File: src/design/bpfa_pkg.sv
// Shared types, codes and helpers of the bitmap page frame allocator.
`default_nettype none
package bpfa_pkg;

	localparam int NUM_REGIONS      = 2;
	localparam int PAGES_PER_REGION = 4096;
	localparam int PAGE_SHIFT       = 12;
	localparam int ROW_BITS         = 128;
	localparam int BYTES_PER_ROW    = ROW_BITS / 8;
	localparam int ROWS_PER_REGION  = PAGES_PER_REGION / ROW_BITS;
	localparam int MEM_ROWS         = NUM_REGIONS * ROWS_PER_REGION;

	localparam int REG_W   = $clog2(NUM_REGIONS);
	localparam int ROW_W   = $clog2(ROWS_PER_REGION);
	localparam int MADDR_W = $clog2(MEM_ROWS);
	localparam int BYTE_W  = $clog2(BYTES_PER_ROW);
	localparam int BIT_W   = $clog2(ROW_BITS);
	localparam int PAGE_W  = $clog2(PAGES_PER_REGION);
	localparam int HINT_W  = 9;
	localparam int PAGES_W = 13;
	localparam int CIDX_W  = 3;

	// request modes
	localparam logic [1:0] MODE_ALLOC   = 2'd0;
	localparam logic [1:0] MODE_FREE    = 2'd1;
	localparam logic [1:0] MODE_RESERVE = 2'd2;

	// result codes
	localparam logic [1:0] ST_OK           = 2'd0;
	localparam logic [1:0] ST_NO_FREE      = 2'd1;
	localparam logic [1:0] ST_NO_REGION    = 2'd2;
	localparam logic [1:0] ST_ALREADY_FREE = 2'd3;

	// register indexes
	localparam logic [CIDX_W-1:0] CFG_REGION_COUNT = 3'd0;
	localparam logic [CIDX_W-1:0] CFG_BASE0        = 3'd1;
	localparam logic [CIDX_W-1:0] CFG_PAGES0       = 3'd2;
	localparam logic [CIDX_W-1:0] CFG_BASE1        = 3'd3;
	localparam logic [CIDX_W-1:0] CFG_PAGES1       = 3'd4;

	typedef struct packed {
		logic [1:0]  mode;
		logic [31:0] address;
	} cmd_t;

	typedef struct packed {
		logic [1:0]  status;
		logic [31:0] page_address;
	} rsp_t;

	typedef struct packed {
		logic               en;
		logic [MADDR_W-1:0] addr;
	} bmp_rd_t;

	typedef struct packed {
		logic                en;
		logic [MADDR_W-1:0]  addr;
		logic [ROW_BITS-1:0] data;
	} bmp_wr_t;

	// Pages a region can really hold: clipped to the region size and to the 4 GiB top.
	function automatic logic [PAGES_W-1:0] usable_pages(input logic [31:0] base,
			input logic [PAGES_W-1:0] pages);
		logic [PAGES_W-1:0] n;
		logic [20:0] room;
		n = (pages > PAGES_W'(PAGES_PER_REGION)) ? PAGES_W'(PAGES_PER_REGION) : pages;
		room = 21'h100000 - {1'b0, base[31:12]} - {20'd0, |base[11:0]};
		if (room < {8'd0, n}) begin
			n = room[PAGES_W-1:0];
		end
		return n;
	endfunction

endpackage
`default_nettype wire

File: src/design/bpfa_row_search.sv
// Finds the first free usable page in one bitmap row and returns the updated row.
`default_nettype none
module bpfa_row_search (
	input  wire [bpfa_pkg::ROW_BITS-1:0] data,
	input  wire [bpfa_pkg::ROW_W-1:0]    row,
	input  wire                          wrap_pass,
	input  wire [bpfa_pkg::HINT_W-1:0]   hint,
	input  wire [bpfa_pkg::PAGES_W-1:0]  npages,
	output logic                         found,
	output logic [bpfa_pkg::PAGE_W-1:0]  page,
	output logic [bpfa_pkg::ROW_BITS-1:0] new_data
);
	import bpfa_pkg::*;

	logic [PAGES_W-1:0]     row_first;
	logic [PAGES_W-1:0]     rem;
	logic [BIT_W:0]         lim;
	logic [ROW_BITS-1:0]    free_bits;
	logic [BYTES_PER_ROW-1:0] byte_sel;
	logic [BYTE_W-1:0]      fj;
	logic [2:0]             fb;
	logic [7:0]             sel_byte;

	always_comb begin
		row_first = {1'b0, row, {BIT_W{1'b0}}};
		rem = npages - row_first;
		if (npages <= row_first) begin
			lim = '0;
		end else if (rem >= PAGES_W'(ROW_BITS)) begin
			lim = (BIT_W+1)'(ROW_BITS);
		end else begin
			lim = rem[BIT_W:0];
		end
		for (int i = 0; i < ROW_BITS; i++) begin
			free_bits[i] = !data[i] && ((BIT_W+1)'(i) < lim);
		end
	end

	// hint row: first visit covers bytes from the hint up, the wrap visit the bytes below it
	always_comb begin
		for (int j = 0; j < BYTES_PER_ROW; j++) begin
			if (row == hint[HINT_W-1:BYTE_W]) begin
				byte_sel[j] = wrap_pass ? (BYTE_W'(j) < hint[BYTE_W-1:0])
				                        : (BYTE_W'(j) >= hint[BYTE_W-1:0]);
			end else begin
				byte_sel[j] = 1'b1;
			end
		end
	end

	always_comb begin
		found = 1'b0;
		fj    = '0;
		for (int j = BYTES_PER_ROW - 1; j >= 0; j--) begin
			if (byte_sel[j] && (|free_bits[j*8 +: 8])) begin
				found = 1'b1;
				fj    = BYTE_W'(j);
			end
		end
		sel_byte = free_bits[{fj, 3'd0} +: 8];
		fb = '0;
		for (int b = 7; b >= 0; b--) begin
			if (sel_byte[b]) begin
				fb = 3'(b);
			end
		end
		page     = {row, fj, fb};
		new_data = data | (ROW_BITS'(1) << {fj, fb});
	end

endmodule
`default_nettype wire

File: config.mk
export PLATFORM = sky130hd
export DESIGN_NAME = bpfa_row_search
export DESIGN_NICKNAME = d
export VERILOG_FILES = /design/src/design/bpfa_pkg.sv /design/src/design/bpfa_row_search.sv
export SDC_FILE = /design/constraint.sdc
export NUM_CORES = 1
export LEC_CHECK = 0
export ABC_CLOCK_PERIOD_IN_PS = 9930
export BUFFER_PORTS_ARGS = -buffer_cell sky130_fd_sc_hd__buf_2
export CAP_MARGIN = 15
export CELL_PAD_IN_SITES_DETAIL_PLACEMENT = 1
export CELL_PAD_IN_SITES_GLOBAL_PLACEMENT = 2
export CORE_ASPECT_RATIO = 1.5
export CORE_UTILIZATION = 28
export DETAILED_ROUTE_END_ITERATION = 12
export MAX_ROUTING_LAYER = met4
export PLACE_DENSITY_LB_ADDON = 0.3
export SLEW_MARGIN = 20
export SYNTH_ARGS = -nofsm -noshare
export SYNTH_HDL_FRONTEND = slang
export SYNTH_SLANG_ARGS = --single-unit
File: constraint.sdc
create_clock -name vclk -period 9.93
set_input_delay 0.4965 -clock vclk [all_inputs]
set_output_delay 0.4965 -clock vclk [all_outputs]
set_load 0.02 [all_outputs]
==> summary.txt, run 1 <==
STA
  • Max_slew headroom: 0.276
  • Slew Viols, Final: 0
  • Hold WS: 1.26 ns
  • Final Cycle Share: 0.892
  • Final hold violation count: 0
  • Worst Max-Slew Pin Slew: around 1.1 ns
  • TNS Setup: 0 ns
  • Count of final setup violators: 0
  • Fin crit period: 8.86 ns
  • Unrepaired setup endpoints after global routing: false
  • F_max: 0.113 GHz

Cells and area
  • Ant diodes: 0
  • Cell Count, Final, Fillers Out: 1587
  • Multi-input logic area: approximately 6400 um2
  • Commonest non-fill, non-tap cells in the layout: 297 x buf_2, 74 x a31o_1, 71 x a21oi_1
  • Seq cells: 0
  • Most common cell after layout, fill and taps aside: buf_2
  • Fin nets: 1427
  • Layout area overhead: 26.4%
  • Layout clock buffers: 0
  • Final Cell Area: around 8900 um2
  • Filler cells: 3178
  • Final Core Density: 0.363
  • Share of cells above drive strength 1: 0.336
  • Reg area: 0 um2

Yosys
  • Syn Area/Cell: between 6 and 7 um2
  • Ys Warns: 0
  • Cell Area, Synth: 7010 um2
  • Post-Syn Nets: 1166
  • Post-synthesis sequential area ratio: 0
  • Cells after Synth: 1004
  • Library cells used by synthesis: 111

Floorplanning
  • Die extent in y: 196 um
  • Initial core utilization: 0.287
  • # IOs: 297
  • Core area: between 20000 and 25000 um2
  • Die X: roughly 130 um
  • FP Rows: 70
  • Die area: 25700 um2

Placed design
  • Routability cong.: ~1.0
  • Post-DP HPWL: 44600 um
  • Buffers on Ports: 297
  • Cell count after placement: 1587
  • Placed Instance Area: 8860 um2

Global route
  • First-pass GRT wire length: 76900 um
  • Total gr overflow: 0
  • Vias in the first global route: 10900
  • Initial antenna violation count: 0
  • Total GRT Usage: 0.420
  • Pin count of the biggest net entering global routing: 57

Drt
  • Final ANT Viol Nets: 0
  • Via count: 10700
  • Average wire per standard cell: between 30 and 40 um
  • DRC viols: 0
  • Pre-Repair DR Iteration Count: 5
  • WL final: 54300 um
  • Via/cell ratio: 6.76
  • 1st-iter DRT viols: 1009

Setup path
  • Crit path DAT: ~8.4 ns
  • CP max FO: 25
  • Crit. End Element: output pin
  • Worst setup SP type: input port
  • Worst endpoint required time: ~9.4 ns
  • Kind of critical path: in -> out

CTS
  • Post-CTS Setup Repair Bufs: 0
  • CTS Hold Buffers Added: 0
  • Resized Gates After CTS: 0

Flow run
  • Max-capacitance violation count: 0

Hold path
  • Worst hold path type: in -> out

Pwr
  • PD cells: 71.6 nW/um2
  • Leak Pwr: ~3.6 nW
  • Peak VDD IR: around 0.000047 V

Run status
  • Status: complete, no violations
## path summary, 6_finish.rpt
kind / start / endpoint / slack [ns] / depth (start not counted)
worst max-delay path: row[0] / new_data[64] / 1.07 / 24
worst min-delay path: row[2] / page[9] / 1.26 / 2
## report_power, final
| group | internal [mW] | switching (mW) | total (mW) |
|---|---|---|---|
| Clock | 0 | 0 | 0 |
| Sequential | 0 | 0 | 0 |
| Combinational | 0.192 | 0.442 | 0.634 |
## final cells by class
class / count / share of cell area
multi-input cells: 878 / 0.721
repair buffers: 351 / 0.219
well taps: 324 / 0.0458
inverters: 34 / 0.0144
## worst max-delay path: stages
cell,delay [ns]
buf_2,0.12
ha_1,0.23
fa_1,0.45
and2b_1,0.28
o21ai_2,0.10
a21boi_2,0.82
o211ai_1,0.27
nor3_2,0.70
a21oi_1,0.21
a2111oi_0,0.63
a221oi_1,0.36
or3_1,0.52
o21ai_2,0.22
inv_2,0.22
mux2i_1,0.37
mux2i_1,0.17
a221o_1,0.33
a211o_1,0.36
a221oi_4,0.48
o21a_4,0.22
inv_2,0.10
buf_12,0.18
o31ai_1,0.25
buf_2,0.21
## synthesized netlist by cell type, types with 7 or more instances
| master | number | share of area |
|---|---|---|
| a31o_1 | 74 | 0.092 |
| xnor2_1 | 12 | 0.015 |
| and3_1 | 15 | 0.013 |
| a41oi_1 | 11 | 0.014 |
| a211oi_1 | 25 | 0.027 |
| nor4_1 | 12 | 0.011 |
| nand2_1 | 68 | 0.036 |
| inv_1 | 30 | 0.016 |
| nand2b_1 | 11 | 0.0098 |
| o22ai_1 | 13 | 0.012 |
| xor2_1 | 9 | 0.011 |
| a21oi_1 | 71 | 0.051 |
| o21bai_1 | 33 | 0.035 |
| mux2_2 | 7 | 0.011 |
| buf_6 | 9 | 0.014 |
| nor3_4 | 9 | 0.021 |
| o211ai_1 | 9 | 0.0096 |
| or4_1 | 11 | 0.012 |
| o21ai_0 | 26 | 0.019 |
| clkbuf_1 | 37 | 0.020 |
| mux2i_1 | 41 | 0.059 |
| nor3_1 | 31 | 0.022 |
| o21ai_1 | 8 | 0.0057 |
| a21o_1 | 28 | 0.030 |
| nand3_1 | 36 | 0.026 |
| a31oi_1 | 19 | 0.017 |
| nor2_1 | 61 | 0.033 |
| buf_2 | 23 | 0.016 |
| a311oi_1 | 13 | 0.016 |
| o31ai_1 | 12 | 0.013 |
| and2_1 | 16 | 0.014 |
| a2111oi_0 | 13 | 0.016 |
| buf_4 | 21 | 0.022 |
## through the flow
stage	total power, mW	setup WS (ns)
floorplan	0.367	3.32
global placement	0.613	1.39
detailed placement	0.614	1.39
CTS	0.616	1.33
global route	0.655	0.925
finish	0.634	1.07
## cell families after synthesis
logic type | count (synthesis) | synth area share
fa+ha+maj | 6 | 0.0118
compound gates | 468 | 0.520
mux | 53 | 0.0800
buf+inv | 126 | 0.0941
simple gates | 330 | 0.268
xor+xnor | 21 | 0.0263
## metal layers
layer	wire, um	track usage
met4	4660	0.296
met3	3470	0.0403
met5	0	-
met1	20700	0.481
met2	25500	0.688
Note: power is estimated with default switching activity, not from simulation.
==> inputs of run 2 (changes only) <==
--- a/config.mk
+++ b/config.mk
@@ -5,13 +5,13 @@
 export SDC_FILE = /design/constraint.sdc
 export NUM_CORES = 1
 export LEC_CHECK = 0
-export ABC_CLOCK_PERIOD_IN_PS = 9930
+export ABC_CLOCK_PERIOD_IN_PS = 7600
 export BUFFER_PORTS_ARGS = -buffer_cell sky130_fd_sc_hd__buf_2
 export CAP_MARGIN = 15
 export CELL_PAD_IN_SITES_DETAIL_PLACEMENT = 1
 export CELL_PAD_IN_SITES_GLOBAL_PLACEMENT = 2
 export CORE_ASPECT_RATIO = 1.5
-export CORE_UTILIZATION = 28
+export CORE_UTILIZATION = 24
 export DETAILED_ROUTE_END_ITERATION = 12
 export MAX_ROUTING_LAYER = met4
 export PLACE_DENSITY_LB_ADDON = 0.3
==> constraint.sdc (replaced) <==
create_clock -name vclk -period 7.6
set_input_delay 0.38 -clock vclk [all_inputs]
set_output_delay 0.38 -clock vclk [all_outputs]
set_load 0.02 [all_outputs]
==> run 2 against run 1 <==
Net effect:
- worst hold slack worse by 0.23 ns
- sequential cell count unchanged
- non-clock buffer count up 155
- power up 48%
- via count up 4.8%
- sequential share of layout area unchanged
==> summary.txt, run 2 (synthesis results as in run 1) <==
STA
  • F_max: around 0.13 GHz
  • Unrepaired setup endpoints after global routing: false
  • Final hold violation count: 0 (unchanged)
  • Worst Max-Slew Pin Slew: 0.888 ns (-0.193 ns)
  • Slew Viols, Final: 0 (unchanged)
  • Final Cycle Share: 0.983
  • Fin crit period: 7.47 ns
  • Max_slew headroom: 0.404 (+0.128)
  • Count of final setup violators: 0 (unchanged)

Setup path
  • CP max FO: 6 (-76%)
  • Worst endpoint required time: 7.22 ns (-2.21 ns)
  • Worst setup SP type: input port
  • Crit path DAT: 7.09 ns (-1.27 ns)
  • CP Launch Point: row[0]
  • Crit. End Element: output pin
  • Kind of critical path: in -> out

Drt
  • Via count: 11200 (+4.8%)
  • Pre-Repair DR Iteration Count: 5 (unchanged)
  • Via/cell ratio: 6.22 (-8.0%)
  • DRC viols: 0 (unchanged)
  • 1st-iter DRT viols: 1082 (+7.2%)
  • Average wire per standard cell: 31.7 um (-7.2%)
  • WL final: 57400 um (+5.7%)
  • Final ANT Viol Nets: 0 (unchanged)

Global route
  • Total GRT Usage: 0.383 (-0.0362)
  • First-pass GRT wire length: 80000 um (+4.1%)
  • Total gr overflow: 0 (unchanged)
  • Pin count of the biggest net entering global routing: 43 (-25%)
  • Initial antenna violation count: 0 (unchanged)
  • Vias in the first global route: 11300 (+3.5%)

Pwr
  • Net Sw Frac: 0.640 (-0.0582)
  • Power share of the combinational group: 1.000 (about the same)
  • Peak VDD IR: 0.0000723 V (+54%)
  • Switching power: 602 uW (+36%)
  • Flop pwr share: 0 (unchanged)
  • Total power draw: 941 uW (+48%)
  • Leak Pwr: 4.46 nW (+23%)
  • PD cells: 90.5 nW/um2 (+27%)
  • Clock power share: 0 (unchanged)
  • Internal power: 339 uW (+77%)

Placed design
  • Cell count after placement: 1808 (+14%)
  • Buffers on Ports: 297 (unchanged)
  • Post-DP HPWL: 48200 um (+8.1%)
  • Placed Instance Area: 10300 um2 (+17%)
  • Routability cong.: 1.05 (+3.5%)

Floorplanning
  • Die X: 142 um (+7.9%)
  • Die area: 29900 um2 (+16%)
  • FP Rows: 76 (+8.6%)
  • # IOs: 297 (unchanged)
  • Core area: 28700 um2 (+18%)
  • Die extent in y: 211 um (+7.9%)
  • Initial core utilization: 0.244 (-0.0428)

Hold path
  • Hold Path Stages: 2 (unchanged)
  • Worst hold path type: in -> out
  • Min-delay src: row[4]

Cells and area
  • Fin nets: 1582 (+11%)
  • Most common cell after layout, fill and taps aside: buf_2
  • Cell Count, Final, Fillers Out: 1808 (+14%)
  • Commonest non-fill, non-tap cells in the layout: 297 x buf_2, 187 x buf_4, 74 x a31o_1
  • Final Core Density: 0.362 (-0.000459)
  • Ant diodes: 0 (unchanged)
  • Share of cells above drive strength 1: 0.414 (+0.0783)
  • Seq cells: 0 (unchanged)
  • Layout area overhead: 48.4%
  • Reg area: 0 um2 (unchanged)
  • Final Cell Area: 10400 um2 (+17%)
  • Layout clock buffers: 0 (unchanged)

Run status
  • Status: complete, no violations

Flow run
  • Max-capacitance violation count: 0 (unchanged)

CTS
  • Post-CTS Setup Repair Bufs: 0 (unchanged)
  • Resized Gates After CTS: 1 (+1)
  • CTS Hold Buffers Added: 0 (unchanged)
[run 2: cell types whose count changed in the layout (fill, tap and decap cells not counted), sizes merged]
cell / delta
buf: +155
[run 2: path summary, 6_finish.rpt]
path                  slack (ns)           to
worst min-delay path        1.03     page[11]
worst max-delay path        0.13  new_data[9]
[run 2: layout make-up]
type	instances	area, um2
timing repair buffer	506	3330
multi-input combinational	878	6450
tap	390	488
fill	3700	18300
inverter	34	128
[run 2: worst max-delay path: stages]
cell and delay, ns:
buf_2 0.12, ha_1 0.23, fa_1 0.38, and2b_1 0.26
o21ai_2 0.12, a21boi_4 0.46, o211ai_1 0.26, nor2_2 0.41
nor4bb_1 0.35, a2111oi_1 0.12, a221oi_1 0.76, or3_1 0.27
o21ai_2 0.11, buf_12 0.14, buf_4 0.16, or4_1 0.47
a21oi_1 0.18, o32a_1 0.36, nand2_1 0.16, a221oi_4 0.37
buf_4 0.20, o32a_1 0.47, o21bai_1 0.14, buf_2 0.18
[run 2: power by group through the flow]
stage,Sequential [mW],Combinational [mW],Clock (mW)
CTS,0,0.919,0
floorplan,0,0.480,0
finish,0,0.941,0
detailed placement,0,0.917,0
global placement,0,0.917,0
global route,0,0.978,0
[run 2: metrics by stage]
stage | hold slack, ns | setup slack [ns] | setup TNS, ns
after floorplan | 0.873 | 1.22 | 0
after global placement | 1.03 | -0.0338 | -0.102
after detailed placement | 1.03 | -0.0198 | -0.0612
after CTS | 1.04 | 0.0285 | 0
after global routing | 1.04 | 0.0110 | 0
final | 1.03 | 0.131 | 0
[run 2: per-layer routing]
layer / vias to the layer above / wire [um] / global-route usage
li1: 4876 / - / -
met1: 5536 / 21900 / 0.440
met2: 664 / 27800 / 0.646
met3: 164 / 3790 / 0.0383
met4: 0 / 3940 / 0.226
met5: - / 0 / -
